<file path="src/hdl/tlex_pkg.sv">
package tlex_pkg;

	typedef enum logic [3:0] {
		MODE_IDLE   = 4'b0001,
		MODE_NAME   = 4'b0010,
		MODE_NUMBER = 4'b0100,
		MODE_COLON  = 4'b1000
	} mode_t;

	typedef enum logic [4:0] {
		TK_ASSIGN    = 5'd0,
		TK_SEMICOLON = 5'd1,
		TK_COMMA     = 5'd2,
		TK_EQ        = 5'd3,
		TK_ADD       = 5'd4,
		TK_SUB       = 5'd5,
		TK_MUL       = 5'd6,
		TK_DIV       = 5'd7,
		TK_LPAREN    = 5'd8,
		TK_RPAREN    = 5'd9,
		TK_VAR       = 5'd10,
		TK_CONST     = 5'd11,
		TK_WRITE     = 5'd12,
		TK_READ      = 5'd13,
		TK_IDENT     = 5'd14,
		TK_NUMBER    = 5'd15,
		TK_END       = 5'd16,
		TK_UNKNOWN   = 5'd17
	} kind_t;

	typedef struct packed {
		kind_t       kind;
		logic [30:0] value;
		logic        ovf;
		logic [7:0]  len;
		logic [7:0]  bad;
		logic [15:0] line;
		logic [15:0] col;
		logic        last;
	} res_t;

	localparam int unsigned OUT_DEPTH = 4;
	localparam int unsigned PTR_W     = 2;
	localparam int unsigned CNT_W     = 3;
	localparam int unsigned PREFIX_BYTES = 6;

	localparam logic [7:0] CH_NL     = 8'h0A;
	localparam logic [7:0] CH_SPACE  = 8'h20;
	localparam logic [7:0] CH_COLON  = 8'h3A;
	localparam logic [7:0] CH_SEMI   = 8'h3B;
	localparam logic [7:0] CH_COMMA  = 8'h2C;
	localparam logic [7:0] CH_EQ     = 8'h3D;
	localparam logic [7:0] CH_PLUS   = 8'h2B;
	localparam logic [7:0] CH_MINUS  = 8'h2D;
	localparam logic [7:0] CH_STAR   = 8'h2A;
	localparam logic [7:0] CH_SLASH  = 8'h2F;
	localparam logic [7:0] CH_LPAREN = 8'h28;
	localparam logic [7:0] CH_RPAREN = 8'h29;

	// keyword text, first character in the lowest byte
	localparam logic [47:0] KW_VAR_TEXT    = 48'h0000_0072_6176;
	localparam logic [47:0] KW_CONST_TEXT  = 48'h0074_736E_6F63;
	localparam logic [47:0] KW_ECRIRE_TEXT = 48'h6572_6972_6365;
	localparam logic [47:0] KW_LIRE_TEXT   = 48'h0000_6572_696C;

	localparam logic [30:0] NUM_MAX = 31'h7FFF_FFFF;

endpackage

</file>
<file path="src/hdl/token_lexer_with_positions.sv">
// Streaming lexer: takes one source byte (or the end marker in tuser) per word and
// emits tokens with their start line and column. A byte is taken in every cycle while
// the four-entry result queue has room for two tokens; a byte that closes a pending
// identifier, number or lone colon and is itself a token, or an end marker after a
// pending token, puts two words on the output, which drains one token per cycle while
// m_axis_tready is high, so such pairs hold the rate below one byte per cycle. Tokens
// are written into the registered result queue and leave behind any already queued.
module token_lexer_with_positions #(
	parameter int unsigned LINE_WIDTH   = 16,
	parameter int unsigned COLUMN_WIDTH = 16,
	parameter int unsigned LENGTH_WIDTH = 8
) (
	input  logic        clk,
	input  logic        arst_n,
	input  logic        s_axis_tvalid,
	output logic        s_axis_tready,
	input  logic [7:0]  s_axis_tdata,  // char_code
	input  logic        s_axis_tuser,  // end_of_input
	output logic        m_axis_tvalid,
	input  logic        m_axis_tready,
	output logic [87:0] m_axis_tdata,  // token_kind, number_value, value_overflow,
	                                   // name_length, bad_char, token_line, token_column
	output logic        m_axis_tlast   // last_in_run
);

	tlex_pkg::mode_t             mode_q, mode_d;
	logic [47:0]                 prefix_q, prefix_d;
	logic [LENGTH_WIDTH-1:0]     count_q, count_d;
	logic [30:0]                 acc_q, acc_d;
	logic                        ovf_q, ovf_d;
	logic [LINE_WIDTH-1:0]       start_line_q, start_line_d;
	logic [COLUMN_WIDTH-1:0]     start_col_q, start_col_d;
	logic [LINE_WIDTH-1:0]       cur_line_q, cur_line_d;
	logic [COLUMN_WIDTH-1:0]     cur_col_q, cur_col_d;

	tlex_pkg::res_t              fifo_q [tlex_pkg::OUT_DEPTH];
	logic [tlex_pkg::PTR_W-1:0]  wr_ptr_q, rd_ptr_q;
	logic [tlex_pkg::CNT_W-1:0]  count_out_q;

	logic [7:0]  c;
	logic        eoi;
	logic        s_fire, m_fire;
	logic        is_ws, is_letter, is_digit;
	logic [COLUMN_WIDTH-1:0] col_inc;
	logic [LINE_WIDTH-1:0]   line_inc;
	logic [LENGTH_WIDTH-1:0] count_inc;
	logic [34:0] acc_sum;
	logic [15:0] start_line_o, start_col_o, cur_line_o, cur_col_o;
	logic [31:0] start_line_w, start_col_w, cur_line_w, cur_col_w;
	logic [15:0] len_w;
	logic [7:0]  len_o;
	tlex_pkg::kind_t kw_kind, op_kind;
	logic        flush_valid;
	tlex_pkg::res_t flush_res, second_res, res0, res1;
	logic        second_valid;
	logic [1:0]  wr_n;

	assign c      = s_axis_tdata;
	assign eoi    = s_axis_tuser;
	assign s_fire = s_axis_tvalid && s_axis_tready;
	assign m_fire = m_axis_tvalid && m_axis_tready;

	assign s_axis_tready = (count_out_q <= tlex_pkg::CNT_W'(tlex_pkg::OUT_DEPTH - 2));
	assign m_axis_tvalid = (count_out_q != '0);

	always_comb begin
		is_ws     = (c inside {[8'd9:8'd13]}) || (c == tlex_pkg::CH_SPACE);
		is_letter = (c inside {[8'h61:8'h7A], [8'h41:8'h5A]});
		is_digit  = (c inside {[8'h30:8'h39]});
	end

	assign col_inc   = (cur_col_q == '1) ? cur_col_q : cur_col_q + 1'b1;
	assign line_inc  = (cur_line_q == '1) ? cur_line_q : cur_line_q + 1'b1;
	assign count_inc = (count_q == '1) ? count_q : count_q + 1'b1;

	// acc * 10 + digit, wide enough to see the overflow
	assign acc_sum = {1'b0, acc_q, 3'b000} + {3'b000, acc_q, 1'b0} + {31'd0, c[3:0]};

	// positions saturate at 16 bits on the way out
	assign start_line_w = 32'(start_line_q);
	assign start_col_w  = 32'(start_col_q);
	assign cur_line_w   = 32'(cur_line_q);
	assign cur_col_w    = 32'(cur_col_q);
	assign start_line_o = (start_line_w > 32'h0000_FFFF) ? 16'hFFFF : start_line_w[15:0];
	assign start_col_o  = (start_col_w > 32'h0000_FFFF) ? 16'hFFFF : start_col_w[15:0];
	assign cur_line_o   = (cur_line_w > 32'h0000_FFFF) ? 16'hFFFF : cur_line_w[15:0];
	assign cur_col_o    = (cur_col_w > 32'h0000_FFFF) ? 16'hFFFF : cur_col_w[15:0];
	assign len_w        = 16'(count_q);
	assign len_o        = (len_w > 16'd255) ? 8'hFF : len_w[7:0];

	always_comb begin
		if (count_q == LENGTH_WIDTH'(3) && prefix_q == tlex_pkg::KW_VAR_TEXT)
			kw_kind = tlex_pkg::TK_VAR;
		else if (count_q == LENGTH_WIDTH'(5) && prefix_q == tlex_pkg::KW_CONST_TEXT)
			kw_kind = tlex_pkg::TK_CONST;
		else if (count_q == LENGTH_WIDTH'(6) && prefix_q == tlex_pkg::KW_ECRIRE_TEXT)
			kw_kind = tlex_pkg::TK_WRITE;
		else if (count_q == LENGTH_WIDTH'(4) && prefix_q == tlex_pkg::KW_LIRE_TEXT)
			kw_kind = tlex_pkg::TK_READ;
		else
			kw_kind = tlex_pkg::TK_IDENT;
	end

	always_comb begin
		case (c)
			tlex_pkg::CH_SEMI:   op_kind = tlex_pkg::TK_SEMICOLON;
			tlex_pkg::CH_COMMA:  op_kind = tlex_pkg::TK_COMMA;
			tlex_pkg::CH_EQ:     op_kind = tlex_pkg::TK_EQ;
			tlex_pkg::CH_PLUS:   op_kind = tlex_pkg::TK_ADD;
			tlex_pkg::CH_MINUS:  op_kind = tlex_pkg::TK_SUB;
			tlex_pkg::CH_STAR:   op_kind = tlex_pkg::TK_MUL;
			tlex_pkg::CH_SLASH:  op_kind = tlex_pkg::TK_DIV;
			tlex_pkg::CH_LPAREN: op_kind = tlex_pkg::TK_LPAREN;
			tlex_pkg::CH_RPAREN: op_kind = tlex_pkg::TK_RPAREN;
			default:             op_kind = tlex_pkg::TK_UNKNOWN;
		endcase
	end

	// token closed by the pending scan, if any
	always_comb begin
		flush_res = '0;
		flush_res.line = start_line_o;
		flush_res.col  = start_col_o;
		case (mode_q)
			tlex_pkg::MODE_NAME: begin
				// keywords only count with whitespace right behind them
				flush_res.kind = (!eoi && is_ws) ? kw_kind : tlex_pkg::TK_IDENT;
				flush_res.len  = (flush_res.kind == tlex_pkg::TK_IDENT) ? len_o : 8'd0;
			end
			tlex_pkg::MODE_NUMBER: begin
				flush_res.kind  = tlex_pkg::TK_NUMBER;
				flush_res.value = acc_q;
				flush_res.ovf   = ovf_q;
			end
			tlex_pkg::MODE_COLON: begin
				flush_res.kind = tlex_pkg::TK_UNKNOWN;
				flush_res.bad  = tlex_pkg::CH_COLON;
			end
			default: flush_res.kind = tlex_pkg::TK_IDENT;
		endcase
	end

	always_comb begin
		mode_d       = mode_q;
		prefix_d     = prefix_q;
		count_d      = count_q;
		acc_d        = acc_q;
		ovf_d        = ovf_q;
		start_line_d = start_line_q;
		start_col_d  = start_col_q;
		cur_line_d   = cur_line_q;
		cur_col_d    = cur_col_q;
		flush_valid  = 1'b0;
		second_valid = 1'b0;
		second_res   = '0;
		second_res.line = cur_line_o;
		second_res.col  = cur_col_o;

		if (s_fire) begin
			if (eoi) begin
				flush_valid     = (mode_q != tlex_pkg::MODE_IDLE);
				second_valid    = 1'b1;
				second_res.kind = tlex_pkg::TK_END;
				mode_d       = tlex_pkg::MODE_IDLE;
				prefix_d     = '0;
				count_d      = '0;
				acc_d        = '0;
				ovf_d        = 1'b0;
				start_line_d = LINE_WIDTH'(1);
				start_col_d  = COLUMN_WIDTH'(1);
				cur_line_d   = LINE_WIDTH'(1);
				cur_col_d    = COLUMN_WIDTH'(1);
			end else if (mode_q == tlex_pkg::MODE_COLON && c == tlex_pkg::CH_EQ) begin
				second_valid    = 1'b1;
				second_res.kind = tlex_pkg::TK_ASSIGN;
				second_res.line = start_line_o;
				second_res.col  = start_col_o;
				mode_d    = tlex_pkg::MODE_IDLE;
				cur_col_d = col_inc;
			end else if (mode_q == tlex_pkg::MODE_NAME && (is_letter || is_digit)) begin
				for (int i = 0; i < tlex_pkg::PREFIX_BYTES; i++) begin
					if (count_q == LENGTH_WIDTH'(i))
						prefix_d[8*i +: 8] = c;
				end
				count_d   = count_inc;
				cur_col_d = col_inc;
			end else if (mode_q == tlex_pkg::MODE_NUMBER && is_digit) begin
				if (|acc_sum[34:31]) begin
					acc_d = tlex_pkg::NUM_MAX;
					ovf_d = 1'b1;
				end else begin
					acc_d = acc_sum[30:0];
				end
				cur_col_d = col_inc;
			end else begin
				flush_valid = (mode_q != tlex_pkg::MODE_IDLE);
				mode_d      = tlex_pkg::MODE_IDLE;
				if (is_ws) begin
					if (c == tlex_pkg::CH_NL) begin
						cur_line_d = line_inc;
						cur_col_d  = COLUMN_WIDTH'(1);
					end else begin
						cur_col_d = col_inc;
					end
				end else if (is_letter) begin
					mode_d       = tlex_pkg::MODE_NAME;
					start_line_d = cur_line_q;
					start_col_d  = cur_col_q;
					prefix_d     = {40'd0, c};
					count_d      = LENGTH_WIDTH'(1);
					cur_col_d    = col_inc;
				end else if (is_digit) begin
					mode_d       = tlex_pkg::MODE_NUMBER;
					start_line_d = cur_line_q;
					start_col_d  = cur_col_q;
					acc_d        = {27'd0, c[3:0]};
					ovf_d        = 1'b0;
					cur_col_d    = col_inc;
				end else if (c == tlex_pkg::CH_COLON) begin
					mode_d       = tlex_pkg::MODE_COLON;
					start_line_d = cur_line_q;
					start_col_d  = cur_col_q;
					cur_col_d    = col_inc;
				end else begin
					second_valid    = 1'b1;
					second_res.kind = op_kind;
					second_res.bad  = (op_kind == tlex_pkg::TK_UNKNOWN) ? c : 8'd0;
					cur_col_d       = col_inc;
				end
			end
		end
	end

	always_comb begin
		res0 = flush_valid ? flush_res : second_res;
		res1 = second_res;
		res0.last = !(flush_valid && second_valid);
		res1.last = 1'b1;
		wr_n = {1'b0, flush_valid} + {1'b0, second_valid};
	end

	always_ff @(posedge clk or negedge arst_n) begin
		if (!arst_n) begin
			mode_q       <= tlex_pkg::MODE_IDLE;
			prefix_q     <= '0;
			count_q      <= '0;
			acc_q        <= '0;
			ovf_q        <= 1'b0;
			start_line_q <= LINE_WIDTH'(1);
			start_col_q  <= COLUMN_WIDTH'(1);
			cur_line_q   <= LINE_WIDTH'(1);
			cur_col_q    <= COLUMN_WIDTH'(1);
			wr_ptr_q     <= '0;
			rd_ptr_q     <= '0;
			count_out_q  <= '0;
		end else begin
			mode_q       <= mode_d;
			prefix_q     <= prefix_d;
			count_q      <= count_d;
			acc_q        <= acc_d;
			ovf_q        <= ovf_d;
			start_line_q <= start_line_d;
			start_col_q  <= start_col_d;
			cur_line_q   <= cur_line_d;
			cur_col_q    <= cur_col_d;
			wr_ptr_q     <= wr_ptr_q + tlex_pkg::PTR_W'(wr_n);
			if (m_fire)
				rd_ptr_q <= rd_ptr_q + 1'b1;
			count_out_q  <= count_out_q + tlex_pkg::CNT_W'(wr_n)
			                - tlex_pkg::CNT_W'(m_fire);
		end
	end

	// result queue payload
	always_ff @(posedge clk) begin
		if (wr_n != 2'd0)
			fifo_q[wr_ptr_q] <= res0;
		if (wr_n == 2'd2)
			fifo_q[wr_ptr_q + 1'b1] <= res1;
	end

	tlex_pkg::res_t head;
	assign head = fifo_q[rd_ptr_q];

	assign m_axis_tdata = {3'b000, head.col, head.line, head.bad, head.len,
	                       head.ovf, head.value, head.kind};
	assign m_axis_tlast = head.last;

	// queue never overfills: ready leaves room for two words
	assert property (@(posedge clk) disable iff (!arst_n)
		count_out_q <= tlex_pkg::CNT_W'(tlex_pkg::OUT_DEPTH))
		else $error("result queue overflow");

	// end marker always yields at least the end token
	assert property (@(posedge clk) disable iff (!arst_n)
		s_fire && eoi |=> count_out_q != '0)
		else $error("end marker produced no token");

	// end marker returns the lexer to its start position
	assert property (@(posedge clk) disable iff (!arst_n)
		s_fire && eoi |=> mode_q == tlex_pkg::MODE_IDLE
			&& cur_line_q == LINE_WIDTH'(1) && cur_col_q == COLUMN_WIDTH'(1))
		else $error("state not restored after end marker");

	// an identifier in progress has at least one character
	assert property (@(posedge clk) disable iff (!arst_n)
		mode_q == tlex_pkg::MODE_NAME |-> count_q != '0)
		else $error("empty identifier scan");

endmodule
</file>
<file path="config.mk">
export PLATFORM = sky130hd
export DESIGN_NAME = token_lexer_with_positions
export DESIGN_NICKNAME = d
export VERILOG_FILES = /design/src/hdl/tlex_pkg.sv /design/src/hdl/token_lexer_with_positions.sv
export SDC_FILE = /design/constraint.sdc
export NUM_CORES = 1
export LEC_CHECK = 0
export ABC_AREA = 1
export BUFFER_PORTS_ARGS = -buffer_cell sky130_fd_sc_hd__buf_2
export CAP_MARGIN = 20
export CORE_MARGIN = 3
export CORE_UTILIZATION = 35
export CTS_BUF_LIST = sky130_fd_sc_hd__clkbuf_16
export DETAILED_ROUTE_END_ITERATION = 10
export SETUP_SLACK_MARGIN = 0.1
export SLEW_MARGIN = 30
export SYNTH_ARGS = -nofsm -noshare
export SYNTH_HDL_FRONTEND = slang
export SYNTH_SLANG_ARGS = --single-unit
</file>
<file path="constraint.sdc">
create_clock -name clk -period 5.84 [get_ports clk]
set_clock_uncertainty 0.15 [all_clocks]
set_input_delay 0.876 -clock clk [delete_from_list [all_inputs] [get_ports clk]]
set_output_delay 0.876 -clock clk [all_outputs]
set_load 0.02 [all_outputs]
</file>
* After elaboration in Yosys (flattened, before gate mapping) *
Memory sizes are Yosys's and may differ from the RTL's.
Index checks and enable logic that the tools add are counted.
W data, S select, Z words.

word-level totals
  bits in registers = 163
  memory bits (writable) = 344
  input bits = 13
  output and inout port bits = 91
  word-level logic and storage cells = 263
  memories kept = 1

memories
  name    depth  width  read ports  clocked after memory_dff  wr ports  RTL line                          source
  fifo_q  4      86     1           0                         2         token_lexer_with_positions.sv:36  tlex_pkg::res_t fifo_q [tlex_pkg::OUT_DEPTH];

operators by class
  $add $sub $neg = 11
  $lt $le $gt $ge = 14
  equal/unequal tests = 51
  mux-type cells = 128
  reduce and logical (&&, ||, !) cells = 41

operator list
  operator                 count
  $mux W16                 34
  $mux W48                 6
  $mux W31                 8
  $mux W8                  24
  $eq A8 B6 Y1 const B     11
  $mux W86                 1
  $mux W40                 2
  $gt A16 B16 Y1 const B   4
  $mux W32                 2
  $reduce_and A6 Y1        9
  $mux W5                  10
  $eq A48 B23 Y1 const B   1
  $eq A48 B31 Y1 const B   1
  $eq A48 B39 Y1 const B   1
  $eq A48 B47 Y1 const B   1
  $pmux W5 S9              1
  $add A34 B32 Y35         1
  $add A35 B4 Y35          1
  $add A16 B1 Y16 const B  2
  $eq A16 B16 Y1 const B   2
  $mux W4                  8
  $mux W1                  26
  $eq A8 B3 Y1 const B     3
  $ne A3 B2 Y1 const B     7
  41 further kinds         79

* Longest topological paths before layout *
Gate-level depths: netlist of run 1.

  depth in word-level cells = 14
  gate-level depth with buffers = 22
  mapped depth without buffers = 18

* Least setup slack after synthesis of run 1 *
No wires, ideal clock.

  path kind = input to register
  start point = in s_axis_tdata[0]
  end point = mem fifo_q[2][60] (netlist name)
  library setup time = 0.130 ns
  data arrival time = 4.603 ns
  required time = 5.560 ns
  setup slack = 0.957 ns
  stages on the path = 20
  buffers on the path = 5
  path through = buf_2 -> nor2_1 -> nand4_1 -> nand3_1 -> nand2_2 -> nand2_4 -> nand3_1 -> nand2_1 -> nand2_1 -> buf_2 -> buf_6 -> ha_1 -> nor3_2 -> inv_1 -> clkbuf_1 -> nand2_1 -> inv_1 -> clkbuf_1 -> nand2_1 -> o21ai_0

RTL lines
  item             RTL line                          source
  start, declared  token_lexer_with_positions.sv:17  input logic [7:0] s_axis_tdata,
  end, declared    token_lexer_with_positions.sv:36

* Worst setup path after layout of run 1 *
  start point = reg rd_ptr_q[0] (netlist name)
  end point = out m_axis_tdata[47]

between the ends
  cells in the longest elaborated chain, start to end = 1

ends and longest elaborated chain
  item                    RTL line                           source
  start, declared         token_lexer_with_positions.sv:37   logic [tlex_pkg::PTR_W-1:0] wr_ptr_q, rd_ptr_q;
  start signal, assigned  token_lexer_with_positions.sv:268  rd_ptr_q <= rd_ptr_q + 1'b1;
  $mem_v2 Z4 W86          -
  end, declared           token_lexer_with_positions.sv:21   output logic [87:0] m_axis_tdata,

No other way between the ends.

==> results by group, run 1 <==
Route
  • Via total after detailed routing: 24100
  • DRC: 0
  • DRT Pass-1 Iters: 9
  • Remaining antenna violation count after routing: 0
  • Final wirelength: 82500 um
  • Wire per inst: 18.3 um
  • Initial drt markers: 2314
  • Vias per cell: 5.35

Timing
  • Slew Limit Fails: 0
  • Worst-margin pin slew: 0.973 ns
  • Fin. Hold Viols: 0
  • RSZ-0062 raised after global routing: false
  • Worst relative slew slack: 0.351
  • Setup TNS: 0 ns
  • Fin Hold WS: 0.152 ns
  • FMAX: 226 MHz
  • Tmin final: 4.43 ns
  • # setup viols final: 0
  • Period utilization: 0.758

Power
  • Worst IR Drop VDD: 239 uV
  • Lkg Pwr: 0.0127 uW
  • Pwr dens: 440 nW/um2
  • Pwr Total: 13200 uW

Critical path
  • CP startpoint: rd_ptr_q[0]
  • Critical Path Sink Type: primary output
  • Critical Path RT: 4.81 ns
  • Startpoint types: flop
  • Reg2Reg Launch Point: mode_q[0]
  • R2r setup slk: 1.43 ns
  • CP max stage delay: 0.70 ns
  • Worst Path Max Fanout: 75
  • Reg2Reg Depth: 18
  • Critical-path top delay cell: dfrtp_4
  • Crit path to: m_axis_tdata[47]
  • Worst r2r dst: fifo_q[0][40]
  • WP data arrival: 3.40 ns
  • Crit path cell chain: buf_12, inv_4, buf_4, o21ai_0, o22ai_1, buf_2
  • CP Class: flop to primary output

Logic synthesis
  • Unique masters post-synth: 50
  • Register area share after synthesis: 0.478
  • Post-Syn Instances: 3469
  • Synth Register Bits: 507
  • Avg Synthesized Cell Area: 7.71 um2
  • Synth Warn #: 0
  • Mapped cell area: 26700 um2

Clock network
  • Hold-fix buffers at CTS: 0
  • CTS tree: built
  • Worst skew pair latency: 0.63 ns
  • Htree depth: 2
  • CTS sink count: 507
  • Reg clk slew, reported paths: 0.06 ns
  • Post-CTS Setup Inserts: 0
  • Clock Path Buffers: 3
  • Root buffer cell: clkbuf_16
  • Cts bufs inserted: 56
  • Cts repair resizes: 0

Place
  • Placed cell areas: 28100 um2
  • Hpwl dp: 52200 um
  • Cells after DPL: 4398
  • Gpl congestion: 0.897
  • PortBufs: 100

Layout
  • Layout cells sized above 1: 0.0795
  • Fin nets: 3577
  • Fillers: 7724
  • Register area: 12800 um2
  • Layout area overhead: 12.3%
  • Area of the multi-input gates: 12300 um2
  • Post-route cell area: 30000 um2
  • Post-Layout Cell Count: 4506

GRT
  • Largest net degree at the start of global routing: 97
  • Vias in the first global route: 22700
  • Global router's overall resource usage: 0.205
  • First-pass GRT wire length: 130000 um
  • Initial antenna violation count: 3
  • Total gr overflow: 0

Floorplanning
  • Rows: 100
  • Core area: 75100 um2
  • Die Y: 282 um
  • Die Width: 282 um
  • Starting Density: 0.356
  • Die Area: 79800 um2
  • # IOs: 104

Status
  • Status: finished, final reports clean

Min path
  • Hold WC Path Type: primary input to async pin

Run
  • Max Cap Violations: 0
-- state kept, by name, summed over array words and instances, names as in the netlist, 4 cells and up --
name and cells:
fifo_q 344, prefix_q 48, acc_q 31, cur_col_q 16, cur_line_q 16, start_col_q 16, start_line_q 16, count_q 8
mode_q 4
-- through the flow --
step	util	setup slack, ns
finish	0.400	1.41
global route	0.400	1.12
CTS	0.400	1.21
detailed placement	0.375	1.01
global placement	0.375	1.04
floorplan	-	0.957
-- synth_stat cells, drive strengths merged --
| cell type | number | share of area |
|---|---|---|
| nand2 | 849 | 0.12 |
| o21ai | 606 | 0.11 |
| nor2 | 358 | 0.051 |
| nand3 | 356 | 0.067 |
| inv | 251 | 0.035 |
| edfxtp | 180 | 0.20 |
| dfxtp | 164 | 0.12 |
| dfrtp | 158 | 0.15 |
| clkbuf | 142 | 0.020 |
| o22ai | 94 | 0.022 |
| ha | 73 | 0.034 |
| buf | 44 | 0.010 |
| a21oi | 43 | 0.0085 |
| nor3 | 39 | 0.0090 |
| xor2 | 24 | 0.0079 |
| nand4 | 22 | 0.0051 |
| xnor2 | 19 | 0.0062 |
| o31ai | 9 | 0.0025 |
| dfstp | 5 | 0.0049 |
| nand3b | 5 | 0.0014 |
| nor4 | 5 | 0.0012 |
| a21boi | 3 | 0.00084 |
| fa | 3 | 0.0022 |
| o211ai | 3 | 0.00084 |
| o21a | 2 | 0.00056 |
| o21bai | 2 | 0.00056 |
| or2 | 2 | 0.00047 |
| a21o | 1 | 0.00028 |
| a22oi | 1 | 0.00028 |
| a31oi | 1 | 0.00023 |
| and2 | 1 | 0.00023 |
| and3 | 1 | 0.00023 |
| clkinv | 1 | 0.00014 |
| conb | 1 | 0.00014 |
| nor4b | 1 | 0.00033 |
-- cell usage in the layout, fill, tap and decap left out, drive strengths merged, types with 6 or more instances in the layout --
cell / Yosys / layout
nand2: 849 / 849
o31ai: 9 / 9
buf: 44 / 145
inv: 251 / 262
xor2: 24 / 24
dfrtp: 158 / 158
a21oi: 43 / 43
nor3: 39 / 39
xnor2: 19 / 19
clkinv: 1 / 29
bufinv: 0 / 6
nor2: 358 / 358
ha: 73 / 73
nand3: 356 / 356
clkbuf: 142 / 58
o21ai: 606 / 606
dfxtp: 164 / 164
edfxtp: 180 / 180
nand4: 22 / 22
o22ai: 94 / 94
-- worst min-delay path by stage --
stage,startpoint,to
after floorplan,fifo_q[1][41],fifo_q[1][41]
after global placement,fifo_q[1][53],fifo_q[1][53]
after detailed placement,fifo_q[2][42],fifo_q[2][42]
after CTS,arst_n,prefix_q[11]
after global routing,arst_n,prefix_q[39]
final,arst_n,prefix_q[39]
-- critical path: cells and delay by family (launching register included) --
family	cells	cell delay [ns]
buffers and inverters	4	1.64
flip-flops	1	0.70
AO/OA/AOI/OAI	2	0.38
-- kinds of logic after synthesis --
kind of cell	synth area share
adders and majority gates	0.0364
AOI/OAI and AO/OA	0.150
and+or+nand+nor	0.256
xor gates and xnor gates	0.0141
buffers and inverters	0.0654
other	0.000140
DFF	0.478
-- where the power goes --
group | leakage, uW | switching (uW) | total, uW | internal [uW]
Sequential | 0.00523 | 331 | 4570 | 4230
Combinational | 0.00650 | 3790 | 5080 | 1290
Clock | 0.000941 | 1500 | 3570 | 2070
-- area by class of cell --
type	instances	area share
multi-input combinational	2526	0.409
tap	969	0.0404
inverter	252	0.0317
clock buffer	58	0.0483
clock inverter	46	0.0138
sequential	507	0.426
antenna	3	0.000250
timing repair buffer	145	0.0309
-- routing by layer --
layer | up-vias | global-route usage | routed length, um
met3 | 126 | 0.0305 | 5580
met2 | 713 | 0.322 | 36700
met5 | - | 0 | 0
met4 | 0 | 0.0544 | 1850
li1 | 11700 | - | -
met1 | 11500 | 0.295 | 38400
Note: power is estimated with default switching activity, not from simulation.
==> run 2, diff against run 1 <==
clock period = 3.6 ns   (was 5.84 ns; I/O delays follow)
==> run 2 against run 1 <==
First-iteration DRC count down 11%. Final cell count up 0.87%. Clock power up 68%. Global-route usage up 0.055 points. Worst hold slack worse by 0.061 ns. Cell area up 2.3%. Sequential power up 61%. Routed wire length about the same. Critical path type unchanged. Largest power group unchanged.
==> results by group, run 2 (synthesis gave the netlist of run 1 again) <==
Status
  • Status: finished, final reports clean

Floorplanning
  • # IOs: 104
  • Starting Density: 0.356
  • Rows: 100
  • Die Width: 282 um
  • Die Y: 282 um
  • Die Area: 79800 um2
  • Core area: 75100 um2

Layout
  • Post-route cell area: 30700 um2
  • Ant diodes: 0
  • Fin nets: 3616
  • Number of flip-flops in the largest register: 344
  • Layout cells sized above 1: 0.0948
  • Most frequent cells in the layout: 841 x nand2_1, 543 x o21ai_0, 352 x nand3_1
  • Biggest regs: fifo_q (344), prefix_q (48), acc_q (31)
  • Post-Layout Cell Count: 4545
  • Layout area overhead: 14.8%
  • Fillers: 7572
  • Top reg by flops: fifo_q
  • Commonest non-fill, non-tap cell in the layout: nand2_1

Critical path
  • CP Class: flop to primary output
  • Critical Path Sink Type: primary output
  • CP startpoint: rd_ptr_q[0]
  • Critical Path RT: 2.91 ns
  • Worst Path Max Fanout: 37
  • Startpoint types: flop
  • Reg2Reg Launch Point: count_out_q[1]
  • WP data arrival: 2.67 ns

Min path
  • Hold WC Path Type: primary input to flop
  • Hold Startpoint: s_axis_tdata[6]

Timing
  • Worst-margin pin slew: 0.801 ns
  • FMAX: 298 MHz
  • Fin. Hold Viols: 0
  • Slew Limit Fails: 0
  • # setup viols final: 0
  • Period utilization: 0.933
  • Tmin final: 3.36 ns
  • Worst relative slew slack: 0.461
  • RSZ-0062 raised after global routing: false

Route
  • Vias per cell: 5.33
  • Wire per inst: 18.2 um
  • DRT Pass-1 Iters: 5
  • Via total after detailed routing: 24200
  • DRC: 0
  • Final wirelength: 82600 um
  • Remaining antenna violation count after routing: 0
  • Initial drt markers: 2065

GRT
  • Global router's overall resource usage: 0.206
  • First-pass GRT wire length: 130000 um
  • Largest net degree at the start of global routing: 105
  • Initial antenna violation count: 1
  • Vias in the first global route: 22800
  • Total gr overflow: 0

Clock network
  • Reg clk slew, reported paths: 0.06 ns
  • Cts bufs inserted: 58
  • Post-CTS Setup Inserts: 0
  • CTS tree: built
  • Clock Path Buffers: 3
  • CTS sink count: 507
  • Htree depth: 2
  • Root buffer cell: clkbuf_16
  • Worst skew pair latency: 0.66 ns

Power
  • Worst IR Drop VDD: 361 uV
  • Pwr dens: 713 nW/um2
  • Lkg Pwr: 0.0130 uW

Place
  • Hpwl dp: 53400 um
  • Placed cell areas: 28700 um2
  • Gpl congestion: 0.927
  • PortBufs: 100
  • Cells after DPL: 4435

Run
  • Max Cap Violations: 0
## run 2: cell count changes in the layout (fill, tap and decap cells not counted), sizes merged
| cell | before | now |
|---|---|---|
| bufinv | 6 | 4 |
| diode | 3 | 0 |
| clkinvlp | 1 | 4 |
| buf | 145 | 181 |
| clkinv | 29 | 30 |
| inv | 262 | 261 |
| dlygate4sd3 | 0 | 1 |
| clkbuf | 58 | 62 |
## run 2: stage by stage
stage          setup TNS (ns)  utilization  hold WS [ns]  worst slack, ns  power (uW)
2_1_floorplan               0            -        0.0944           0.0507       12700
3_3_place_gp                0        0.383         0.283           0.0610       15900
3_5_place_dp       -0.0000686        0.383         0.287       -0.0000686       16000
4_1_cts                     0        0.409        0.0622            0.127       22000
5_1_grt                     0        0.409        0.0776            0.150       23100
6_report                    0        0.409        0.0907            0.241       21900
## run 2: report_power, final
part	total (uW)	internal, uW	switching [uW]
clock network	5980	3420	2560
registers	7380	6860	512
logic	8520	2320	6200
total	21900	12600	9270
## run 2: final timing paths
path                                   end  slack [ns]  cells past startpoint
max reg2reg                  fifo_q[0][65]        0.33                     13
min in group asynchronous        acc_q[14]        0.25                      2
min                            prefix_q[6]        0.09                      3
min reg2reg                  fifo_q[2][41]        0.30                      2
max in group asynchronous     cur_col_q[0]        2.17                      3
max                        m_axis_tdata[1]        0.24                      5
## run 2: repair_timing
action                                 in CTS  in global routing
setup endpoints to repair                   0                 58
endpoints found under the hold margin      29                  0
resized for setup                           0                  3
hold buffers                                1                  0
## run 2: critical path, stage by stage, from the launching register on
cell and delay, ns:
dfrtp_4 0.60, inv_4 0.26, buf_4 0.41, o21ai_0 0.13, o22ai_1 0.35, buf_2 0.26
## run 2: layout make-up
type	count	area, um2	share of cell area
Sequential cell	507	12800	0.416
Clock inverter	47	402	0.0131
Tap cell	969	1210	0.0395
Inverter	252	955	0.0311
Multi-Input combinational cell	2526	12400	0.403
Timing Repair Buffer	182	1430	0.0465
Clock buffer	62	1550	0.0505
## run 2: layer usage
metal / track usage / part of all wire / vias to the layer above
li1: - / - / 11800
met2: 0.316 / 0.43 / 839
met4: 0.0666 / 0.030 / 2
met5: 0 / 0.00016 / -
met1: 0.295 / 0.47 / 11500
met3: 0.0337 / 0.072 / 139
